==> config.mk <==
export PLATFORM = sky130hd
export DESIGN_NAME = tcbw_ctrl
export DESIGN_NICKNAME = d
export VERILOG_FILES = /design/src/design/tcbw_pkg.sv /design/src/design/tcbw_ctrl.sv
export SDC_FILE = /design/constraint.sdc
export NUM_CORES = 1
export LEC_CHECK = 0
export CORE_AREA = 2 2 39 41
export CTS_CLUSTER_SIZE = 28
export DETAILED_ROUTE_END_ITERATION = 12
export DIE_AREA = 0 0 41 43
export DONT_BUFFER_PORTS = 1
export PLACE_DENSITY = 0.33
export SLEW_MARGIN = 20
export SYNTH_ARGS = -nofsm -noshare
export SYNTH_HDL_FRONTEND = slang
export SYNTH_SLANG_ARGS = --single-unit
==> constraint.sdc <==
create_clock -name i_clk -period 1.4 [get_ports i_clk]
set_input_delay 0.35 -clock i_clk [delete_from_list [all_inputs] [get_ports i_clk]]
set_output_delay 0.35 -clock i_clk [all_outputs]
set_load 0.03 [all_outputs]
==> src/design/tcbw_pkg.sv <==
package tcbw_pkg;

    localparam logic [1:0] MODE_PRINT  = 2'd0;
    localparam logic [1:0] MODE_LOCATE = 2'd1;
    localparam logic [1:0] MODE_FILL   = 2'd2;
    localparam logic [1:0] MODE_READ   = 2'd3;

    localparam logic [2:0] REG_WIDTH  = 3'd0;
    localparam logic [2:0] REG_HEIGHT = 3'd1;
    localparam logic [2:0] REG_TAB    = 3'd2;
    localparam logic [2:0] REG_FG     = 3'd3;
    localparam logic [2:0] REG_BG     = 3'd4;
    localparam logic [2:0] REG_ATTR   = 3'd5;

    localparam logic [7:0] CH_LF  = 8'h0A;
    localparam logic [7:0] CH_CR  = 8'h0D;
    localparam logic [7:0] CH_FF  = 8'h0C;
    localparam logic [7:0] CH_VT  = 8'h0B;
    localparam logic [7:0] CH_BS  = 8'h08;
    localparam logic [7:0] CH_TAB = 8'h09;
    localparam logic [7:0] CH_DEL = 8'h7F;

    localparam logic [7:0] TAB_FALLBACK = 8'd8;
    localparam logic signed [12:0] CUR_MAX = 13'sd2047;
    localparam logic signed [12:0] CUR_MIN = -13'sd2048;

    // Commands from the controller to the datapath.
    typedef struct packed {
        logic clear;      // clear the cell at the clear counter
        logic latch;      // capture the accepted transaction
        logic div_step;   // one bit of the tab remainder
        logic exec;       // apply the print or locate action
        logic fill_init;  // compute the clipped rectangle
        logic fill_wr;    // write the current fill cell and advance
        logic rd_req;     // issue the read
        logic done;       // present the result
    } t_cmd;

    typedef struct packed {
        logic clear_last;
        logic div_busy;
        logic fill_empty;
        logic fill_last;
    } t_status;

    function automatic logic signed [11:0] sat12(input logic signed [12:0] v);
        logic signed [11:0] r;
        if (v > CUR_MAX) r = 12'sd2047;
        else if (v < CUR_MIN) r = -12'sd2048;
        else r = v[11:0];
        return r;
    endfunction

endpackage

==> src/design/tcbw_ctrl.sv <==
module tcbw_ctrl
    import tcbw_pkg::*;
(
    input  logic       i_clk,
    input  logic       i_rst_n,
    input  logic       start,
    input  logic [1:0] i_mode,
    input  t_status    i_status,
    output logic       busy,
    output t_cmd       o_cmd
);

    localparam logic [2:0] ST_CLEAR = 3'd0;
    localparam logic [2:0] ST_IDLE  = 3'd1;
    localparam logic [2:0] ST_EXEC  = 3'd2;
    localparam logic [2:0] ST_FINIT = 3'd3;
    localparam logic [2:0] ST_FILL  = 3'd4;
    localparam logic [2:0] ST_READ  = 3'd5;
    localparam logic [2:0] ST_DONE  = 3'd6;

    logic [2:0] r_state, n_state;

    always_ff @(posedge i_clk) begin
        if (!i_rst_n) begin
            r_state <= ST_CLEAR;
        end else begin
            r_state <= n_state;
        end
    end

    assign busy = (r_state != ST_IDLE);

    always_comb begin
        n_state = r_state;
        o_cmd   = '0;
        case (r_state)
            ST_CLEAR: begin
                o_cmd.clear = 1'b1;
                if (i_status.clear_last) n_state = ST_IDLE;
            end
            ST_IDLE: begin
                if (start) begin
                    o_cmd.latch = 1'b1;
                    n_state = (i_mode == MODE_FILL) ? ST_FINIT
                            : (i_mode == MODE_READ) ? ST_READ : ST_EXEC;
                end
            end
            ST_EXEC: begin
                if (i_status.div_busy) begin
                    o_cmd.div_step = 1'b1;
                end else begin
                    o_cmd.exec = 1'b1;
                    n_state = ST_DONE;
                end
            end
            ST_FINIT: begin
                o_cmd.fill_init = 1'b1;
                n_state = ST_FILL;
            end
            ST_FILL: begin
                if (i_status.fill_empty) begin
                    n_state = ST_DONE;
                end else begin
                    o_cmd.fill_wr = 1'b1;
                    if (i_status.fill_last) n_state = ST_DONE;
                end
            end
            ST_READ: begin
                o_cmd.rd_req = 1'b1;
                n_state = ST_DONE;
            end
            ST_DONE: begin
                o_cmd.done = 1'b1;
                n_state = ST_IDLE;
            end
            default: n_state = ST_IDLE;
        endcase
    end

endmodule

Word-level counts from Yosys, hierarchy flattened --
Index checks and enable logic that the tools add are counted.
Operators by class: equality and inequality tests 13, reduce and logical (&&, ||, !) cells 2, muxes and demuxes 19
Operator list (count):
- 2-to-1 mux 3 bit | 7
- one-hot mux 3 bit (6 select lines) | 1
- 2-to-1 mux 1 bit | 10
- == test 3 bit, second input constant | 3
- == test 3 x 2 -> 1 bit, second input constant | 2
- != test 2 bit, second input constant | 3
- == test 2 bit, second input constant | 2
- AND reduction 4 bit | 1
- == test 3 x 1 -> 1 bit, second input constant | 1
- zero test 3 bit | 1
- != test 3 x 1 -> 1 bit, second input constant | 1
- != test 3 bit, second input constant | 1
- 2-to-1 mux 2 bit | 1
Word-level totals: logic and storage cells 35, register bits after elaboration 3, input port bits 9, output and inout port bits 9

Depth between registers and ports, before layout --
Gate-level depths: netlist of the first run.
word-level depth 5, mapped depth 4, mapped depth without buffers 3

Worst setup path before layout of the first run --
OpenSTA, ideal clock, no wires.
path type flip-flop to output port, start point reg r_state[0], end point out o_cmd[4] (netlist name), stages on the path, launching flop included 3, path buffers 1, required time 1.050 ns, setup slack -0.532 ns, arrival time 1.582 ns, cells stage by stage dfxtp_1 > buf_2 > nor4b_1
RTL lines:
- start: declaration | RTL line tcbw_ctrl.sv:21 | logic [2:0] r_state, n_state;
- start signal: assignment | RTL line tcbw_ctrl.sv:27 | r_state <= n_state;
- end: declaration | RTL line tcbw_ctrl.sv:10 | output t_cmd o_cmd

==> results of run 1 <==
through the flow:
| step | total power, mW | instances | util [%] | setup WS (ns) |
|---|---|---|---|---|
| after detailed placement | 0.464 | 59 | 28.4 | 0.0313 |
| after global routing | 0.738 | 67 | 36.6 | -0.0542 |
| after CTS | 0.652 | 65 | 32.9 | -0.0255 |
| final | 0.692 | 67 | 36.6 | -0.0239 |
| after floorplan | 0.393 | 36 | - | -0.132 |
| after global placement | 0.464 | 59 | 28.4 | 0.0525 |
report_power, final:
group | internal (mW) | total, mW | leakage (nW) | switching (mW)
Sequential | 0.113 | 0.175 | 0.0267 | 0.0617
Combinational | 0.194 | 0.369 | 0.162 | 0.175
Clock | 0.107 | 0.148 | 0.0150 | 0.0412
Total | 0.414 | 0.692 | 0.204 | 0.278
cells in the mapped netlist:
master / instances / area, um^2
sky130_fd_sc_hd__and2_1: 1 / 6.26
sky130_fd_sc_hd__nor2b_4: 1 / 13.8
sky130_fd_sc_hd__nor3_1: 2 / 10.0
sky130_fd_sc_hd__nand4bb_1: 1 / 11.3
sky130_fd_sc_hd__nor4_1: 1 / 6.26
sky130_fd_sc_hd__dfxtp_1: 3 / 60.1
sky130_fd_sc_hd__inv_1: 2 / 7.51
sky130_fd_sc_hd__o311a_1: 1 / 10.0
sky130_fd_sc_hd__buf_2: 1 / 5.00
sky130_fd_sc_hd__o41ai_2: 1 / 16.3
sky130_fd_sc_hd__a21oi_1: 2 / 10.0
sky130_fd_sc_hd__a211oi_2: 1 / 12.5
sky130_fd_sc_hd__nor2_1: 4 / 15.0
sky130_fd_sc_hd__nor4b_1: 1 / 8.76
sky130_fd_sc_hd__o32ai_2: 1 / 16.3
sky130_fd_sc_hd__and2b_2: 1 / 8.76
sky130_fd_sc_hd__and3_2: 1 / 7.51
sky130_fd_sc_hd__nand2b_1: 2 / 12.5
sky130_fd_sc_hd__and3_1: 1 / 6.26
sky130_fd_sc_hd__nand3b_1: 2 / 15.0
sky130_fd_sc_hd__o211ai_1: 1 / 7.51
sky130_fd_sc_hd__buf_6: 2 / 22.5
sky130_fd_sc_hd__nand2_1: 2 / 7.51
sky130_fd_sc_hd__and4bb_1: 1 / 12.5
area by class of cell:
class / instances / area [um^2]
clock buffers: 4 / 26.3
fillers: 159 / 877
inverters: 2 / 7.51
multi-input cells: 28 / 262
flip-flops and latches: 3 / 71.3
well taps: 16 / 20.0
repair buffers: 14 / 120
worst max-delay path by stage:
stage | depth (start not counted) | to | start
6_report | 2 | o_cmd[5] | r_state[2]
5_1_grt | 2 | o_cmd[5] | r_state[2]
4_1_cts | 3 | o_cmd[1] | r_state[1]
3_5_place_dp | 3 | o_cmd[6] | r_state[1]
3_3_place_gp | 3 | o_cmd[1] | r_state[0]
2_1_floorplan | 2 | o_cmd[4] | r_state[0]
critical path: cells and delay by family (launching register included):
kind	cells	cell delay, ns
buf+inv	1	0.14
simple gates	1	0.31
flops	1	0.39
per-layer routing:
metal | up-vias | GRT usage (%)
met5 | - | 0
met4 | 0 | 6.00
met2 | 9 | 14.4
li1 | 166 | -
met1 | 149 | 8.95
met3 | 0 | 1.57
logic make-up after synthesis:
| family | share of synthesized area, % |
|---|---|
| AOI/OAI and AO/OA | 23.5 |
| buffers and inverters | 11.3 |
| DFF | 19.4 |
| and+or+nand+nor | 45.8 |
timing repair:
| item | in CTS | in global routing |
|---|---|---|
| resized for setup | 9 | 6 |
| pin swaps | 3 | 0 |
| buffers inserted | 2 | 2 |
| setup endpoints to repair | 9 | 6 |
| endpoints found under the hold margin | 0 | 0 |
==> flow_summary.rst, run 1 <==
.. list-table::
   :header-rows: 1

   * - Metric
     - Value
   * - Worst Hold Path EP
     - r_state[0]
   * - Routed metal-1 wire length
     - 298 um
   * - Clock tree from TritonCTS
     - done
   * - Post-synthesis register bit count
     - 3
   * - Critical path type
     - reg2out
   * - Worst Slack Setup Final
     - -0.0239 ns
   * - Insertion delay to the later sink of the worst-skew pair
     - 0.23 ns
   * - Top routing layer used
     - met3
   * - Result of the run
     - complete, but fails checks
   * - Die Wd
     - 41 um
   * - Hold path depth
     - 2
   * - Count of cells along the worst register-to-register path
     - 5
   * - Maximum clock path buffer count
     - 2
   * - Via-to-Cell Ratio
     - 4.84
   * - Global-route congestion overflow total
     - 0
   * - Final Wtd Congestion
     - 0.624
   * - Detail Placement HPWL
     - 558 um
   * - Number of instances in the synthesized netlist
     - 36
   * - Number of global-route vias before repair
     - 284
   * - Req. time, crit path
     - 1.05 ns
   * - Area of the die
     - 1760 um^2
   * - Min-delay worst type
     - in2reg
   * - Count of endpoints failing setup in the final report
     - 1
   * - GRT Resource Usage Total
     - 8.62%
   * - Clock-pin slew on the worst setup and hold paths
     - 0.04 ns
   * - Number of levels in the clock H-tree
     - 1
   * - Wirelength per Cell
     - 11.4 um
   * - Layout Cell Area excl Fill
     - 507 um^2
   * - ANT cells
     - 0
   * - Worst path slowest cell
     - sky130_fd_sc_hd__dfxtp_4
   * - Placement-stage cell area
     - 393 um^2
   * - Max-cap violations
     - 0
   * - Number of flip-flops in the largest register
     - 3
   * - Avg Synthesized Cell Area
     - 8.58 um^2
   * - Critical path, cell by cell
     - and4bb_1, buf_6
   * - Worst r2r src
     - r_state[2]
   * - Min cycle time layout
     - 1.42 ns
   * - Critical Path Fanout Max
     - 11
   * - Startpoint type of the worst setup path
     - flip-flop
   * - Global-route wire length before repair
     - 1020 um
   * - Final critical-path share of the clock period
     - 102%
   * - Worst reg2reg endpoint
     - r_state[1]
   * - Wirelength, routed
     - 767 um
   * - Setup repair after global routing missed its margin
     - true
   * - Antenna violations before repair
     - 0
   * - Met3 WL
     - 50 um
   * - Achievable clock frequency
     - 0.702 GHz
   * - Reported leakage power
     - 0.204 nW
   * - Die height
     - 43 um
   * - Layout net count
     - 61
   * - Initial drt markers
     - 1
   * - Initial Util
     - 22.3%
   * - Number of buffers created by CTS
     - 3
   * - Boundary Pins
     - 18
   * - Total negative setup slack
     - -0.0239 ns
   * - Count of unique library cells instantiated by Yosys
     - 24
   * - Drc violations
     - 0
   * - Post-synth net total
     - 45
   * - Maximum number of pins on one net before global-route repair
     - 14
   * - Number of vias in the routed layout
     - 324
   * - Setup clock skew after layout
     - 0.00132 ns
   * - Most common library cell in the layout ignoring fill and taps
     - sky130_fd_sc_hd__buf_4
   * - Transition time at the pin with the least slew margin
     - 0.326 ns
   * - Final hold violation count
     - 0
   * - Number of pins with negative max-slew slack in the final report
     - 0
   * - Power per cell area
     - 1370 nW/um^2
   * - Clock sink count
     - 3
   * - Root Driver
     - sky130_fd_sc_hd__clkbuf_4
   * - TritonRoute pass-1 iters
     - 4
   * - Met2 wire length
     - 417 um
   * - Number of placement rows
     - 14
   * - Critical hold path startpoint
     - i_rst_n
   * - Core ar.
     - 1380 um^2
   * - Setup slack on the worst flop-to-flop path
     - 0.17 ns
   * - Endpoint type of the worst setup path
     - output pin
   * - Data arrival time of the critical path
     - 1.07 ns
   * - Largest reg by FF count
     - r_state
   * - Layout area overhead
     - 64.0%
   * - Layout cell share with drive strength beyond 1
     - 62.7%
   * - Netlist area before placement
     - 309 um^2
   * - Number of buffers added to fix hold violations after cts
     - 0
   * - Violations in the final reports
     - setup timing
   * - Yosys warning total
     - 0
   * - Antenna violation net count after detailed routing
     - 0
   * - Count of buffers inserted at the top-level ports
     - 0
   * - Commonest non-fill, non-tap cells in the layout
     - sky130_fd_sc_hd__buf_4 (10), sky130_fd_sc_hd__buf_6 (4), sky130_fd_sc_hd__nor2_1 (3), sky130_fd_sc_hd__clkbuf_4 (3), sky130_fd_sc_hd__dfxtp_4 (3)
   * - Rel. slew slack
     - 78.1%
   * - Highest ir drop seen on vdd
     - 0.000516 V
   * - Share of synthesized area occupied by flip-flops and latches
     - 19.4%
   * - Delay of the slowest cell on the worst path
     - 0.39 ns
   * - Biggest regs
     - r_state (3)
   * - Post-route worst hold slack
     - 0.309 ns
Note: power is estimated with default switching activity, not from simulation.
==> run 2, diff against run 1 <==
--- a/config.mk
+++ b/config.mk
@@ -11,6 +11,7 @@
 export DIE_AREA = 0 0 41 43
 export DONT_BUFFER_PORTS = 1
 export PLACE_DENSITY = 0.33
+export REMOVE_ABC_BUFFERS = 1
 export SLEW_MARGIN = 20
 export SYNTH_ARGS = -nofsm -noshare
 export SYNTH_HDL_FRONTEND = slang
==> flow_summary.rst, run 2 (same netlist as run 1, synthesis figures left out) <==
.. list-table::
   :header-rows: 1

   * - Metric
     - Value
   * - Result of the run
     - complete, but fails checks
   * - Violations in the final reports
     - setup timing
   * - Power per cell area
     - 1370 nW/um^2
   * - Antenna violation net count after detailed routing
     - 0
   * - Switching portion of total power
     - 41.6%
   * - Max-cap violations
     - 0
   * - Post-layout util
     - 36.8%
   * - Worst Hold Path EP
     - r_state[0]
   * - Number of buffers added to fix hold violations after cts
     - 0
   * - Number of global-route vias before repair
     - 333
   * - Area of the die
     - 1760 um^2
   * - Design internal power
     - 0.406 mW
   * - Number of pins with negative max-slew slack in the final report
     - 0
   * - Clock sink count
     - 3
   * - Setup clock skew after layout
     - 0.00169 ns
   * - Insertion delay to the later sink of the worst-skew pair
     - 0.24 ns
   * - Data arrival time of the critical path
     - 1.07 ns
   * - Setup repair after global routing missed its margin
     - true
   * - Wirelength per Cell
     - 12.7 um
   * - Number of flip-flops in the largest register
     - 3
   * - Critical path type
     - reg2out
   * - Root Driver
     - sky130_fd_sc_hd__clkbuf_4
   * - Setup slack on the worst flop-to-flop path
     - 0.21 ns
   * - Rel. slew slack
     - 75.6%
   * - Initial Util
     - 22.3%
   * - Number of levels in the clock H-tree
     - 1
   * - Number of placement rows
     - 14
   * - Maximum clock path buffer count
     - 2
   * - Count of endpoints failing setup in the final report
     - 2
   * - Worst Path Buf+Inv
     - 1
   * - Final hold violation count
     - 0
   * - Die Wd
     - 41 um
   * - Reported leakage power
     - 0.188 nW
   * - Biggest regs
     - r_state (3)
   * - Delay of the slowest cell on the worst path
     - 0.37 ns
   * - Worst reg2reg endpoint
     - r_state[1]
   * - Layout net count
     - 59
   * - Critical hold path startpoint
     - i_rst_n
   * - Sum of internal, switching and leakage power
     - 0.695 mW
   * - Net Sw Power
     - 0.290 mW
   * - Layout fillers
     - 140
   * - Maximum number of pins on one net before global-route repair
     - 14
   * - ANT cells
     - 0
   * - Largest reg by FF count
     - r_state
   * - Clock-pin slew on the worst setup and hold paths
     - 0.04 ns
   * - Worst Slack Setup Final
     - -0.0243 ns
   * - Initial drt markers
     - 4
   * - Core ar.
     - 1380 um^2
   * - Gate power share
     - 52.7%
   * - Layout area overhead
     - 64.8%
   * - Final critical-path share of the clock period
     - 102%
   * - Layout cell share with drive strength beyond 1
     - 65.3%
   * - Antenna violations before repair
     - 0
   * - Die height
     - 43 um
   * - Number of vias in the routed layout
     - 318
   * - Critical path, cell by cell
     - and4bb_1, buf_6
   * - Commonest non-fill, non-tap cells in the layout
     - sky130_fd_sc_hd__buf_6 (6), sky130_fd_sc_hd__buf_4 (6), sky130_fd_sc_hd__nor2_2 (3), sky130_fd_sc_hd__clkbuf_4 (3), sky130_fd_sc_hd__dfxtp_4 (3)
   * - Endpoint type of the worst setup path
     - output pin
   * - Critical Path Fanout Max
     - 7
   * - Part of the total power dissipated in sequential elements
     - 24.6%
   * - Part of the power in the clock network
     - 22.7%
   * - Final Wtd Congestion
     - 0.674
   * - Hold path depth
     - 2
   * - Req. time, crit path
     - 1.05 ns
   * - GRT Resource Usage Total
     - 11.7%
   * - Min-delay worst type
     - in2reg
   * - Via-to-Cell Ratio
     - 4.89
   * - Count of cells along the worst register-to-register path
     - 4
   * - Detail Placement HPWL
     - 560 um
   * - Wirelength, routed
     - 825 um
   * - Clock tree from TritonCTS
     - done
   * - TritonRoute pass-1 iters
     - 2
   * - Boundary Pins
     - 18
   * - Transition time at the pin with the least slew margin
     - 0.363 ns
   * - Highest ir drop seen on vdd
     - 0.000392 V
   * - Cell class contributing the biggest share of worst-path delay
     - flip-flops
   * - Number of buffers created by CTS
     - 3
   * - Worst r2r src
     - r_state[1]
   * - Drc violations
     - 0
   * - Startpoint type of the worst setup path
     - flip-flop
   * - Achievable clock frequency
     - 0.702 GHz
   * - Min cycle time layout
     - 1.42 ns
   * - Global-route congestion overflow total
     - 0
   * - Global-route wire length before repair
     - 1360 um
   * - Worst path slowest cell
     - sky130_fd_sc_hd__dfxtp_4
   * - Count of buffers inserted at the top-level ports
     - 0
## run 2: cell types whose count changed in the layout (fill, tap and decap cells not counted), sizes merged
| cell | change |
|---|---|
| buf | -2 |
## run 2: layout make-up
cell class | count | area (um^2) | share of cell area, %
Clock buffer | 4 | 26.3 | 5.16
Multi-Input combinational cell | 28 | 272 | 53.3
Tap cell | 16 | 20.0 | 3.93
Inverter | 2 | 7.51 | 1.47
Sequential cell | 3 | 71.3 | 14.0
Timing Repair Buffer | 12 | 113 | 22.1
## run 2: worst max path at each step
stage | start | to | slack, ns | cells after the start
6_report | r_state[0] | o_cmd[5] | -0.02 | 2
5_1_grt | r_state[2] | o_cmd[4] | -0.06 | 2
4_1_cts | r_state[0] | o_cmd[2] | -0.02 | 3
3_5_place_dp | r_state[0] | o_cmd[1] | 0.05 | 3
3_3_place_gp | r_state[1] | o_cmd[4] | 0.05 | 2
2_1_floorplan | r_state[0] | o_cmd[4] | -0.46 | 1
## run 2: stage by stage
stage | hold slack [ns] | area (um^2) | cells | setup TNS [ns] | setup WS [ns]
after global placement | 0.541 | 362 | 57 | 0 | 0.0533
after detailed placement | 0.544 | 362 | 57 | 0 | 0.0511
final | 0.292 | 509 | 65 | -0.0395 | -0.0243
after global routing | 0.317 | 509 | 65 | -0.162 | -0.0591
after floorplan | 0.518 | 282 | 33 | -0.743 | -0.463
after CTS | 0.292 | 450 | 64 | -0.0592 | -0.0234
## run 2: layer usage
metal | wire length (um) | global-route usage (%) | part of all wire, % | vias up
met5 | 0 | 0 | 0 | -
met4 | 31 | 10.0 | 3.8 | 0
met3 | 64 | 3.66 | 7.8 | 4
met2 | 437 | 18.1 | 53 | 8
met1 | 291 | 11.8 | 35 | 148
li1 | - | - | - | 158
## run 2: what timing repair did
item | 4_1_cts | 5_1_grt
gates cloned | 0 | 0
pin swaps | 3 | 1
endpoints found under the setup margin | 9 | 8
gates resized for setup | 14 | 13
hold endpoints to repair | 0 | 0
buffers inserted | 3 | 1
## run 2: power groups by stage
stage	registers (mW)	logic [mW]	clock network [mW]
after detailed placement	0.156	0.273	0
after floorplan	0.145	0.206	0
after global placement	0.155	0.278	0
after global routing	0.178	0.397	0.164
after CTS	0.159	0.322	0.161
final	0.171	0.367	0.158
